**src/rtl/tdq_pkg.sv**
```systemverilog
`timescale 1ns / 1ps
// Package for the TPDF dither quantizer: payload structs, controller states,
// command struct and the dither generator step function.
// Depends on nothing; every other file in rtl uses it.

package tdq_pkg;

  // Linear congruential generator constants.
  localparam logic [31:0] LCG_MUL = 32'd1664525;
  localparam logic [31:0] LCG_ADD = 32'd1013904223;

  // Width of the exact dithered value with 24 fraction bits.
  localparam int unsigned VW = 42;

  // Q1.23 sample times 2 * 32767 gives units of 2^-24.
  localparam logic signed [40:0] SAMPLE_SCALE = 41'sd65534;

  // Saturation bounds of the dithered value: 32767 * 2^24 and -32768 * 2^24.
  localparam logic signed [VW-1:0] V_HI = 42'sh007FFF000000;
  localparam logic signed [VW-1:0] V_LO = 42'sh38000000000;

  // Half an output LSB, for rounding to nearest with ties upward.
  localparam logic signed [VW-1:0] ROUND_HALF = 42'sd8388608;

  typedef struct packed {
    logic signed [23:0] sample_in;
    logic               end_of_block;
  } in_item_t;

  typedef struct packed {
    logic signed [15:0] pcm_out;
    logic               clipped;
    logic               end_of_block_out;
  } out_item_t;

  typedef enum logic [1:0] {
    S_IDLE,
    S_STEP2,
    S_FINISH
  } state_t;

  // Commands from the controller to the datapath.
  typedef struct packed {
    logic start;   // take the input item and step the generator once
    logic step2;   // second generator step and partial sum
    logic finish;  // round, saturate and load the output register
  } cmd_t;

  function automatic logic [31:0] lcg_next(input logic [31:0] x);
    lcg_next = x * LCG_MUL + LCG_ADD;
  endfunction

endpackage

```
**src/rtl/tdq_datapath.sv**
```systemverilog
`timescale 1ns / 1ps
// Datapath of the TPDF dither quantizer: generator state, sample scaling,
// dither sum, rounding, saturation and the output register.
// Depends on tdq_pkg.

module tdq_datapath (
  input  logic              clk,
  input  logic              rst,
  input  tdq_pkg::cmd_t     cmd,
  input  logic              cfg_write_en,
  input  logic [31:0]       cfg_write_data,
  input  tdq_pkg::in_item_t in_data,
  output tdq_pkg::out_item_t out_data
);

  logic [31:0]                     dither_state;
  logic [23:0]                     u1;
  logic [23:0]                     u2;
  logic signed [40:0]              prod;
  logic signed [tdq_pkg::VW-1:0]   acc;
  logic                            eob;

  logic [31:0]                     lcg_q;
  logic signed [40:0]              prod_next;
  logic signed [tdq_pkg::VW-1:0]   acc_next;
  logic signed [tdq_pkg::VW-1:0]   v;
  logic signed [tdq_pkg::VW-1:0]   v_round;
  tdq_pkg::out_item_t              out_next;

  // One generator step, shared by both steps of an item.
  assign lcg_q     = tdq_pkg::lcg_next(dither_state);
  assign prod_next = 41'(in_data.sample_in) * tdq_pkg::SAMPLE_SCALE;
  assign acc_next  = tdq_pkg::VW'(prod) + $signed({18'd0, u1});

  always_comb begin
    v       = acc - $signed({18'd0, u2});
    v_round = v + tdq_pkg::ROUND_HALF;
    out_next.end_of_block_out = eob;
    if (v > tdq_pkg::V_HI) begin
      out_next.pcm_out = 16'sh7FFF;
      out_next.clipped = 1'b1;
    end else if (v < tdq_pkg::V_LO) begin
      out_next.pcm_out = 16'sh8000;
      out_next.clipped = 1'b1;
    end else begin
      out_next.pcm_out = v_round[39:24];
      out_next.clipped = 1'b0;
    end
  end

  always_ff @(posedge clk) begin
    if (rst) begin
      dither_state <= '0;
    end else if (cfg_write_en) begin
      dither_state <= cfg_write_data;
    end else if (cmd.start || cmd.step2) begin
      dither_state <= lcg_q;
    end
    if (cmd.start) begin
      u1   <= lcg_q[31:8];
      prod <= prod_next;
      eob  <= in_data.end_of_block;
    end
    if (cmd.step2) begin
      u2  <= lcg_q[31:8];
      acc <= acc_next;
    end
    if (cmd.finish) begin
      out_data <= out_next;
    end
  end

endmodule

```
**src/rtl/tdq_controller.sv**
```systemverilog
`timescale 1ns / 1ps
// Controller of the TPDF dither quantizer: sequences the two generator steps
// and the final stage, and owns both handshakes.
// Depends on tdq_pkg.

module tdq_controller (
  input  logic          clk,
  input  logic          rst,
  input  logic          in_valid,
  output logic          in_ready,
  output logic          out_valid,
  input  logic          out_ready,
  output tdq_pkg::cmd_t cmd
);

  tdq_pkg::state_t state;
  tdq_pkg::state_t state_next;
  logic            out_free;

  assign out_free = !out_valid || out_ready;

  always_comb begin
    state_next = state;
    unique case (state)
      tdq_pkg::S_IDLE: begin
        if (in_valid) state_next = tdq_pkg::S_STEP2;
      end
      tdq_pkg::S_STEP2: begin
        state_next = tdq_pkg::S_FINISH;
      end
      tdq_pkg::S_FINISH: begin
        if (out_free) state_next = in_valid ? tdq_pkg::S_STEP2 : tdq_pkg::S_IDLE;
      end
      default: begin
        state_next = tdq_pkg::S_IDLE;
      end
    endcase
  end

  always_comb begin
    in_ready   = 1'b0;
    cmd.start  = 1'b0;
    cmd.step2  = 1'b0;
    cmd.finish = 1'b0;
    unique case (state)
      tdq_pkg::S_IDLE: begin
        in_ready  = 1'b1;
        cmd.start = in_valid;
      end
      tdq_pkg::S_STEP2: begin
        cmd.step2 = 1'b1;
      end
      tdq_pkg::S_FINISH: begin
        // The next item overlaps the output stage of this one.
        in_ready   = out_free;
        cmd.finish = out_free;
        cmd.start  = out_free && in_valid;
      end
      default: begin
        in_ready = 1'b0;
      end
    endcase
  end

  always_ff @(posedge clk) begin
    if (rst) begin
      state     <= tdq_pkg::S_IDLE;
      out_valid <= 1'b0;
    end else begin
      state <= state_next;
      if (cmd.finish) begin
        out_valid <= 1'b1;
      end else if (out_ready) begin
        out_valid <= 1'b0;
      end
    end
  end

endmodule

```
**src/rtl/tpdf_dither_quantizer.sv**
```systemverilog
`timescale 1ns / 1ps
// Top level of the TPDF dither quantizer: controller plus datapath.
// Depends on tdq_pkg, tdq_controller and tdq_datapath.

// Converts signed Q1.23 audio samples to 16-bit PCM with triangular dither.
// Each input transaction yields exactly one output transaction, in order.
// A 32-bit linear congruential generator is stepped twice per sample; the
// top 24 bits of the two new states are subtracted to form dither of plus or
// minus one LSB, which is added to the sample scaled by 32767. The sum is
// rounded to nearest with ties upward and saturated to the 16-bit range;
// clipped flags a saturated result and end_of_block_out copies the marker.
// Writing cfg_write_data with cfg_write_en loads the generator state at once;
// write it only while no transaction is in flight. The generator state resets
// to zero. The edge that accepts a sample takes the first generator step;
// the second follows in S_STEP2, and S_FINISH rounds, saturates and loads
// the output register, making the result valid. No new sample is taken
// during the second step, as the two dependent generator steps share one
// 32-bit multiply-add; the rounding stage of one sample overlaps the first
// generator step of the next. A stalled output holds further input back.

module tpdf_dither_quantizer (
  input  logic               clk,
  input  logic               rst,
  input  logic               in_valid,
  output logic               in_ready,
  input  tdq_pkg::in_item_t  in_data,
  output logic               out_valid,
  input  logic               out_ready,
  output tdq_pkg::out_item_t out_data,
  input  logic               cfg_write_en,
  input  logic [31:0]        cfg_write_data
);

  tdq_pkg::cmd_t cmd;

  tdq_controller u_ctrl (
    .clk       (clk),
    .rst       (rst),
    .in_valid  (in_valid),
    .in_ready  (in_ready),
    .out_valid (out_valid),
    .out_ready (out_ready),
    .cmd       (cmd)
  );

  tdq_datapath u_dp (
    .clk            (clk),
    .rst            (rst),
    .cmd            (cmd),
    .cfg_write_en   (cfg_write_en),
    .cfg_write_data (cfg_write_data),
    .in_data        (in_data),
    .out_data       (out_data)
  );

  // After a sample is taken the block is busy with its second generator step.
  a_busy_after_accept: assert property (@(posedge clk) disable iff (rst)
    in_valid && in_ready |=> !in_ready)
    else $error("input accepted during second generator step");

  // A rising output valid traces back to the edge that accepted its sample,
  // through the S_STEP2 and S_FINISH states.
  a_result_latency: assert property (@(posedge clk) disable iff (rst)
    $rose(out_valid) |-> $past(in_valid && in_ready, 3))
    else $error("result appeared without a matching accepted sample");

endmodule

```
**config.mk**
```make
export PLATFORM = sky130hd
export DESIGN_NAME = tpdf_dither_quantizer
export DESIGN_NICKNAME = d
export VERILOG_FILES = /design/src/rtl/tdq_pkg.sv /design/src/rtl/tdq_datapath.sv /design/src/rtl/tdq_controller.sv /design/src/rtl/tpdf_dither_quantizer.sv
export SDC_FILE = /design/constraint.sdc
export NUM_CORES = 1
export LEC_CHECK = 0
export ABC_AREA = 1
export BUFFER_PORTS_ARGS = -buffer_cell sky130_fd_sc_hd__buf_2
export CAP_MARGIN = 0
export CORE_MARGIN = 2
export CORE_UTILIZATION = 45
export DETAILED_ROUTE_END_ITERATION = 8
export GPL_ROUTABILITY_DRIVEN = 0
export PLACE_DENSITY = 0.61
export SYNTH_ARGS = -nofsm -noshare
export SYNTH_HDL_FRONTEND = slang
export SYNTH_SLANG_ARGS = --single-unit
```
**constraint.sdc**
```tcl
create_clock -name clk -period 10.1 [get_ports clk]
set_input_delay 1.515 -clock clk [delete_from_list [all_inputs] [get_ports clk]]
set_output_delay 1.515 -clock clk [all_outputs]
set_load 0.05 [all_outputs]
```
Word level (Yosys, flattened, before mapping)

Index checks and enable logic that the tools add are counted.
W data, S select, Z words.

Multiplexer cells: 13
Multipliers: 2
Bitwise logic cells: 0
Equality and inequality tests: 4
Reductions and logical operators: 8
Order comparisons: 2
$add $sub $neg: 4
Div/mod/pow operators: 0
Shifts and indexed selects: 0

Operators with widths:

| operator                 | number |
|---|---|
| $mux W32                 | 2 |
| $add A41 B25 Y42         | 1 |
| $gt A42 B40 Y1 const B   | 1 |
| $lt A42 B40 Y1 const B   | 1 |
| $sub A42 B25 Y42         | 1 |
| $add A40 B25 Y40 const B | 1 |
| $mul A24 B16 Y40 const B | 1 |
| $add A32 B30 Y32 const B | 1 |
| $mul A32 B21 Y32 const B | 1 |
| $mux W17                 | 1 |
| $pmux W2 S3              | 1 |
| $mux W1                  | 5 |
| $mux W2                  | 2 |
| $pmux W1 S2              | 2 |
| $reduce_bool A2 Y1       | 2 |
| $eq A2 B1 Y1 const B     | 1 |
| $eq A2 B2 Y1 const B     | 1 |
| $logic_not A2 Y1         | 1 |
| $logic_or A1 B1 Y1       | 2 |
| $ne A2 B1 Y1 const B     | 1 |
| $ne A2 B2 Y1 const B     | 1 |
| $reduce_and A2 Y1        | 1 |
| $logic_and A1 B1 Y1      | 1 |
| $logic_not A1 Y1         | 1 |

Memories kept: 0
Memory bits (read-only): 0
RAM bits: 0
Bits in registers: 184
Latch bits: 0
Output and inout port bits: 20
Word-level logic and storage cells: 44

Depth between registers and ports, before layout

Gate-level depths: netlist (run 1).

Depth in word-level cells: 7
Mapped depth: 28

Modules after synthesis

A second synthesis (run 1) with hierarchy kept.

Cells, all modules: 3320
Area, all modules: 27974.3 um^2

Modules (own cells, without submodules):

| module         | area an instance (um^2) | times used | sequential area each (um^2) | cells each |
|---|---|---|---|---|
| tdq_datapath   | 27822.9                 | 1          | 5114.9                      | 3298 |
| tdq_controller | 151.4                   | 1          | 60.1                        | 22 |

Worst setup path after synthesis (run 1)

Ideal clock, no wire load.

Kind: input -> register
Start point: input port in_data[6] (netlist bit)
End point: register u_dp.prod[39] (data pin)
Setup slack: 3.270 ns
Stages on the path: 19
Arrival: 6.568 ns
Data required time: 9.838 ns
Cell sequence: inv_1 fa_1 inv_1 fa_1 fa_1 fa_1 fa_1 inv_1 fa_1 inv_1 ha_1 nand2_1 nor4_1 a21oi_1 o21ai_0 nand2_1 o21bai_1 a21oi_1 xor2_1

Word-level cells in the longest chain between the ends: 1

RTL lines:

| what                   | line                        | text |
|---|---|---|
| start: declaration     | tpdf_dither_quantizer.sv:26 | `input tdq_pkg::in_item_t in_data,` |
| $mul A24 B16 Y40       | tdq_datapath.sv:32          | `assign prod_next = 41'(in_data.sample_in) * tdq_pkg::SAMPLE_SCALE;` |
| net u_dp.prod_next[39] | tdq_datapath.sv:24          | `logic signed [40:0] prod_next;` |
| end signal: assignment | tdq_datapath.sv:61          | `prod <= prod_next;` |
| end: declaration       | tdq_datapath.sv:19          | `logic signed [40:0] prod;` |

The timed path passes the listed nets, and every way through them passes these cells.
A chain may end at the register's enable or synchronous reset.

Final worst setup path (run 1)

Ends and elaborated chain as after synthesis.

==> summary.txt, run 1 <==
Outcome
  • Status: finished, final reports clean

STA
  • Unrepaired setup endpoints after global routing: false
  • Tcrit/Tclk final: 70.1%
  • Max Fclk: approximately 140 MHz
  • Final hold slack: between 400 and 500 ps
  • Slew at the pin closest to its max-slew limit: about 800 ps
  • Worst rel slew slack: between 40% and 50%
  • Fin crit period: slightly above 7000 ps
  • Hold Fails Final Rpt: 0
  • Worst-case clock skew: approximately 16 ps
  • Setup TNS: 0 ps
  • Setup-failing EPs final: 0
  • Max Slew Vio Count: 0

Global route
  • Largest net degree at the start of global routing: 62
  • Antenna violations before repair: 0
  • Vias in the first global route: just over 20k
  • Grt ovf: 0
  • Global Route Usage Sum: roughly 23%
  • First-pass GRT wire length: between 100000 and 150000 µm

Setup path
  • Crit path max fanout: 5
  • Max incr delay on CP: 720 ps
  • CP Launch Type: input pin
  • Worst EP required: around 10000 ps
  • Slowest CP cell: fa_1
  • Crit. End Element: register
  • Most used cell, CP: fa_1
  • R2R Path End: u_dp.dither_state[25]$_SDFFE_PP0P_
  • Crit path from: in_data[6]
  • Worst R2R Start: u_dp.dither_state[1]$_SDFFE_PP0P_
  • Worst Setup Path Type: input pin to register
  • Worst r2r path cells: 23
  • Worst reg2reg setup slack: between 3000 and 4000 ps
  • CP arrival: approximately 7300 ps
  • Worst Setup EP: u_dp.prod[39]$_DFFE_PP_
  • CP cell instances: buf_2 -> inv_1 -> fa_1 -> inv_1 -> fa_1 -> fa_1 -> fa_1 -> fa_1 -> inv_1 -> fa_1 -> inv_1 -> ha_1 -> nand2_1 -> nor4_1 -> a21oi_1 -> o21ai_0 -> nand2_1 -> o21bai_1 -> a21oi_1 -> xor2_1

Drt
  • Drt wl/cell: between 15 and 20 µm
  • DRT Pass-1 Iters: 7
  • Post-Route WL: just under 70000 µm
  • Final ANT Viol Nets: 0
  • DRC viols: 0
  • Via density: a little under 5
  • Via count: ~20k
  • Initial drt markers: about 1.3k

Flow run
  • Max_cap viols: 0

CTS
  • CTS root buffer: clkbuf_16
  • Post-CTS Setup Bufs: 0
  • Clock Latency Late Sink: roughly 480 ps
  • Clock Path Buffers: 2
  • CTS tree: done
  • Clock sink total: between 150 and 200
  • Clock slew at reported path FFs: about 80 ps
  • # resized after CTS: 0
  • H-tree depth: 4
  • CTS buffer count: 17
  • Hold buffers post-CTS: 0

Placed design
  • Port-buffer cells: 81
  • HPWL after DPL: 60600 µm
  • Placed Area: between 20000 and 30000 µm²

Min path
  • Worst Hold Class: register to register

Cells and area
  • Most common cell after layout, fill and taps aside: inv_1
  • Final Net Count: 4117
  • Post-route cell area: 29800 µm²
  • Fillers: approximately 6.0k
  • # diodes: 0
  • Leading cell types in the layout, fill and taps excluded: inv_1 (864), nand2_1 (514), fa_1 (383)
  • Share of cells above drive strength 1: 6.57%
  • Area Growth Syn to Fin: 7.06%

Yosys
  • Ys flop type: edfxtp_1
  • Mapped Avg Cell Area: 8.56 µm²
  • Synth Cell Area: around 28000 µm²
  • FFs w/ async S/R, synth: 0%
  • Net Count, Synth: 4029
  • Post-synthesis cell count: approximately 3.2k
  • Register area share after synthesis: between 10% and 20%
  • Number of synthesized register bits: 184
  • Synth cell types: just over 50
  • Number of synthesized flops with an enable pin: ~150
  • Ys Warns: 0

Die
  • Die Ht: between 200 and 300 µm
  • Core area: around 60000 µm²
  • Die area: around 64000 µm²
  • Rows: roughly 90
  • Initial core utilization: 45.3%
  • I/O pins: around 80
  • Die Wd: about 250 µm
logic make-up (layout without fill, tap and decap cells):
| kind of cell | Yosys count | count (layout) | synth area share (%) |
|---|---|---|---|
| AO/OA/AOI/OAI | 328 | 328 | 6.65 |
| buffers and inverters | 891 | 992 | 12.1 |
| flip-flops | 184 | 184 | 18.6 |
| AND/OR/NAND/NOR | 979 | 979 | 15.4 |
| XOR/XNOR | 149 | 149 | 4.69 |
| adder cells (fa/ha/maj) | 718 | 718 | 42.6 |
final cells by class:
type	instances	area [µm²]	share of cell area, %
inverter	871	3270	11.0
multi-input combinational	2174	19300	64.8
timing repair buffer	89	465	1.56
tap	790	988	3.32
sequential	184	5170	17.4
clock inverter	15	155	0.521
clock buffer	17	425	1.43
stage by stage:
step	utilization (%)	std cells	setup slack, ps
2_1_floorplan	-	3249	3270
6_report	48.5	4140	3020
3_3_place_gp	47.6	4108	2640
4_1_cts	48.5	4140	3110
5_1_grt	48.5	4140	2640
3_5_place_dp	47.6	4108	2610
synthesized netlist by cell type, drive strengths merged (11+ instances only):
cell	instances	area [µm²]
a31oi	19	119
clkbuf	16	60.1
nand4	39	259
xnor2	51	447
a21oi	160	842
nor2	225	927
nor3	29	173
or2	11	68.8
edfxtp	149	4470
o21ai	97	485
inv	869	3260
ha	335	4190
dfxtp	35	701
fa	383	7670
nand3	97	500
xor2	98	858
nand2	561	2240
worst min-delay path by stage:
stage / from / endpoint / slack (ps) / depth (start not counted)
2_1_floorplan: u_dp.u1[0]$_DFFE_PP_ / u_dp.acc[0]$_DFFE_PN_ / 400 / 0
3_3_place_gp: u_dp.eob$_DFFE_PP_ / u_dp.out_data[0]$_DFFE_PP_ / 400 / 0
3_5_place_dp: u_dp.u1[0]$_DFFE_PP_ / u_dp.acc[0]$_DFFE_PN_ / 400 / 0
4_1_cts: u_dp.u1[0]$_DFFE_PP_ / u_dp.acc[0]$_DFFE_PN_ / 420 / 0
5_1_grt: u_dp.u1[0]$_DFFE_PP_ / u_dp.acc[0]$_DFFE_PN_ / 440 / 0
6_report: u_dp.u1[0]$_DFFE_PP_ / u_dp.acc[0]$_DFFE_PN_ / 420 / 0
layer usage:
layer	vias to the layer above	global-route usage (%)	wire, µm
li1	10200	-	-
met1	9840	32.1	32900
met2	365	37.3	31800
met3	58	2.67	2620
met4	0	4.89	1210
met5	-	0	0
critical path, delay by kind of cell:
kind                     cells  cell delay [ps]
AO/OA/AOI/OAI                4              910
XOR/XNOR                     1              150
adder cells (fa/ha/maj)      7             3670
buffers and inverters        5              450
AND/OR/NAND/NOR              3              580
flip-flops by register name, indices dropped and copies added, names as in the netlist, 2 cells and up:
signal,count
u_dp.u2,24
u_dp.dither_state,32
u_ctrl.state,2
u_dp.prod,40
u_dp.acc,42
u_dp.u1,24
u_dp.out_data,18
Power of run 1 is left out: the tool's default activity adds up to more than one toggle a clock period on the data nets, which glitch-free logic cannot reach.
==> run 2: changes to the inputs <==
--- a/config.mk
+++ b/config.mk
@@ -5,7 +5,7 @@
 export SDC_FILE = /design/constraint.sdc
 export NUM_CORES = 1
 export LEC_CHECK = 0
-export ABC_AREA = 1
+export ABC_AREA = 0
 export BUFFER_PORTS_ARGS = -buffer_cell sky130_fd_sc_hd__buf_2
 export CAP_MARGIN = 0
 export CORE_MARGIN = 2
==> constraint.sdc (replaced) <==
create_clock -name clk -period 7.3 [get_ports clk]
set_input_delay 1.095 -clock clk [delete_from_list [all_inputs] [get_ports clk]]
set_output_delay 1.095 -clock clk [all_outputs]
set_load 0.05 [all_outputs]
==> run 2 against run 1 <==
Against the previous run: critical path depth increased by 4; non-clock buffer count is 85 higher; worst hold slack got worse by 3.2 ps; register-to-register slack worse by 2800 ps; critical endpoint is now u_dp.prod[37]$_DFFE_PP_.
==> summary.txt, run 2 <==
STA
  • Hold Fails Final Rpt: 0 (unchanged)
  • Setup-failing EPs final: 0 (unchanged)
  • Max Slew Vio Count: 0 (unchanged)
  • Fin crit period: approximately 7000 ps
  • Max Fclk: 142 MHz
  • Tcrit/Tclk final: 96.3%
  • Slew at the pin closest to its max-slew limit: 1010 ps (+216 ps)
  • Worst rel slew slack: 32.0% (-15 points)
  • Worst-case clock skew: 17.8 ps (+1.73 ps)
  • Unrepaired setup endpoints after global routing: true
  • Setup TNS: 0 ps (unchanged)

Yosys
  • FFs w/ async S/R, synth: 0% (unchanged)
  • Net Count, Synth: 3425 (-15%)
  • Register area share after synthesis: 19.6% (+1.0 points)
  • Ys Warns: 0 (unchanged)
  • Synth Area in Simple Gates: 8.58% (-6.8 points)
  • Synth Cell Area: 26300 µm² (-5.3%)
  • Largest family of logic cells by synthesized area: adder cells
  • Synth Area in Compound Gates: 10.5% (+3.8 points)
  • Mapped Avg Cell Area: 9.96 µm² (+16%)
  • Ys flop type: edfxtp_1
  • Yosys top cell area share: 29.1% (+1.5 points)
  • Number of synthesized register bits: 184 (unchanged)
  • Synth cell types: 90 (+76%)
  • Number of synthesized flops with an enable pin: 149 (unchanged)
  • Synth top cells by count: inv_1 (641), fa_1 (383), ha_1 (335), edfxtp_1 (149), a21oi_1 (129)
  • Multiplexer area fraction after synthesis: 0.375% (+0.38 points)
  • Most common cell in the netlist: inv_1
  • Synth Area in Adders: 45.0% (+2.4 points)
  • Synth area leaders: fa_1 (29%), edfxtp_1 (17%), ha_1 (16%), inv_1 (9.1%), xnor2_1 (4.1%)
  • Post-Synth XOR/XNOR Area: 5.92% (+1.2 points)
  • Area leader, netlist: fa_1
  • Post-synthesis cell count: 2645 (-19%)

Cells and area
  • Area Growth Syn to Fin: 9.37%
  • Max reg flops: 42 (unchanged)
  • Most common cell after layout, fill and taps aside: inv_1
  • Largest Register: u_dp.acc
  • # diodes: 0 (unchanged)
  • Final Net Count: 3575 (-13%)
  • Post-route cell area: 28800 µm² (-3.3%)
  • Fin util: 49.9% (+1.3 points)
  • Non-Filler Instances: 3573 (-14%)
  • Fillers: 5349 (-10%)
  • Leading cell types in the layout, fill and taps excluded: inv_1 (640), fa_1 (383), ha_1 (335)
  • Largest regs: u_dp.acc x42, u_dp.prod x40, u_dp.dither_state x32
  • Share of cells above drive strength 1: 9.51% (+2.9 points)

Die
  • Die area: 60500 µm² (-5.2%)
  • I/O pins: 82 (unchanged)
  • Die Ht: 246 µm (-2.6%)
  • Core area: 57800 µm² (-5.8%)
  • Initial core utilization: 45.6% (+0.24 points)
  • Rows: 88 (-3.3%)
  • Die Wd: 246 µm (-2.6%)

Global route
  • Grt ovf: 0 (unchanged)
  • Antenna violations before repair: 0 (unchanged)
  • Vias in the first global route: 19.1k (-8.2%)
  • First-pass GRT wire length: 102000 µm (-8.9%)
  • Largest net degree at the start of global routing: 69 (+11%)
  • Global Route Usage Sum: 21.6% (-1.1 points)

CTS
  • CTS tree: done
  • Post-CTS Setup Bufs: 0 (unchanged)
  • Clock Path Buffers: 2 (unchanged)
  • Clock slew at reported path FFs: 70 ps (about the same)
  • Clock sink total: 184 (unchanged)
  • CTS root buffer: clkbuf_16
  • H-tree depth: 4 (unchanged)
  • Clock Latency Late Sink: 460 ps (-20 ps)
  • CTS buffer count: 17 (unchanged)
  • # resized after CTS: 0 (unchanged)
  • Hold buffers post-CTS: 0 (unchanged)

Drt
  • Post-Route WL: 62100 µm (-9.3%)
  • Drt wl/cell: 17.4 µm (+5.1%)
  • Via count: 18.4k (-10%)
  • DRT Pass-1 Iters: 5 (-2)
  • Final ANT Viol Nets: 0 (unchanged)
  • Via density: 5.15 (+4.3%)
  • Initial drt markers: 1085 (-15%)
  • DRC viols: 0 (unchanged)

Setup path
  • CP Launch Type: input pin
  • Worst EP required: 7490 ps (-2830 ps)
  • Crit. End Element: register
  • Worst reg2reg setup slack: 340 ps (-2840 ps)
  • Crit path max fanout: 5 (unchanged)
  • CP arrival: 7220 ps (-80 ps)
  • Worst Setup Path Type: input pin to register

Placed design
  • Port-buffer cells: 81 (unchanged)
  • Dpl cells: 3541 (-14%)
  • Placed Area: 28200 µm² (-3.5%)
  • HPWL after DPL: 54000 µm (-11%)

Flow run
  • Max_cap viols: 0 (unchanged)

Outcome
  • Status: finished, final reports clean

Min path
  • Worst Hold Class: register to register
[run 2: metal layers]
metal | track usage, % | wire length (µm) | share of wire [%] | up-vias
met5 | 0 | 0 | 0 | -
met4 | 5.10 | 1400 | 2.3 | 0
met3 | 3.07 | 2980 | 4.8 | 58
met2 | 34.1 | 28200 | 45 | 437
met1 | 31.3 | 29600 | 48 | 9050
li1 | - | - | - | 8867
[run 2: cell families after synthesis]
family	count (synthesis)
compound gates	420
xor+xnor	178
mux	9
simple gates	451
fa+ha+maj	718
buf+inv	685
flops	184
[run 2: metrics by stage]
stage / setup slack (ps) / hold slack, ps
CTS: 197 / 423
detailed placement: -254 / 405
global route: -44.0 / 432
floorplan: 189 / 400
finish: 269 / 420
global placement: -183 / 401
[run 2: critical path, stage by stage]
cell and delay [ps]:
buf_2 140, fa_1 590, inv_1 100, fa_1 530
inv_1 60, fa_1 500, inv_1 50, fa_1 480
inv_1 50, fa_1 530, inv_1 60, fa_1 520
inv_1 40, ha_1 300, o2111ai_1 200, a211oi_2 310
nor3_1 110, or4_1 520, a21boi_0 210, buf_4 150
nor3_1 40, o311ai_0 330, a21oi_1 130, xnor2_1 140
[run 2: layout make-up]
| cell class | count | area (µm²) | area share, % |
|---|---|---|---|
| flip-flops and latches | 184 | 5170 | 18.0 |
| clock buffers | 18 | 439 | 1.52 |
| well taps | 765 | 957 | 3.32 |
| inverters | 642 | 2410 | 8.36 |
| clock inverters | 14 | 170 | 0.590 |
| repair buffers | 174 | 1100 | 3.83 |
| multi-input cells | 1776 | 18600 | 64.4 |
[run 2: path summary, 6_finish.rpt]
path,start,end,cells after the start
worst max-delay path,in_data[9],u_dp.prod[37]$_DFFE_PP_,24
worst min register to register,u_dp.eob$_DFFE_PP_,u_dp.out_data[0]$_DFFE_PP_,0
worst max register to register,u_dp.dither_state[8]$_SDFFE_PP0P_,u_dp.u1[22]$_DFFE_PP_,21
worst min-delay path,u_dp.eob$_DFFE_PP_,u_dp.out_data[0]$_DFFE_PP_,0
Power of run 2 is left out for the same reason.
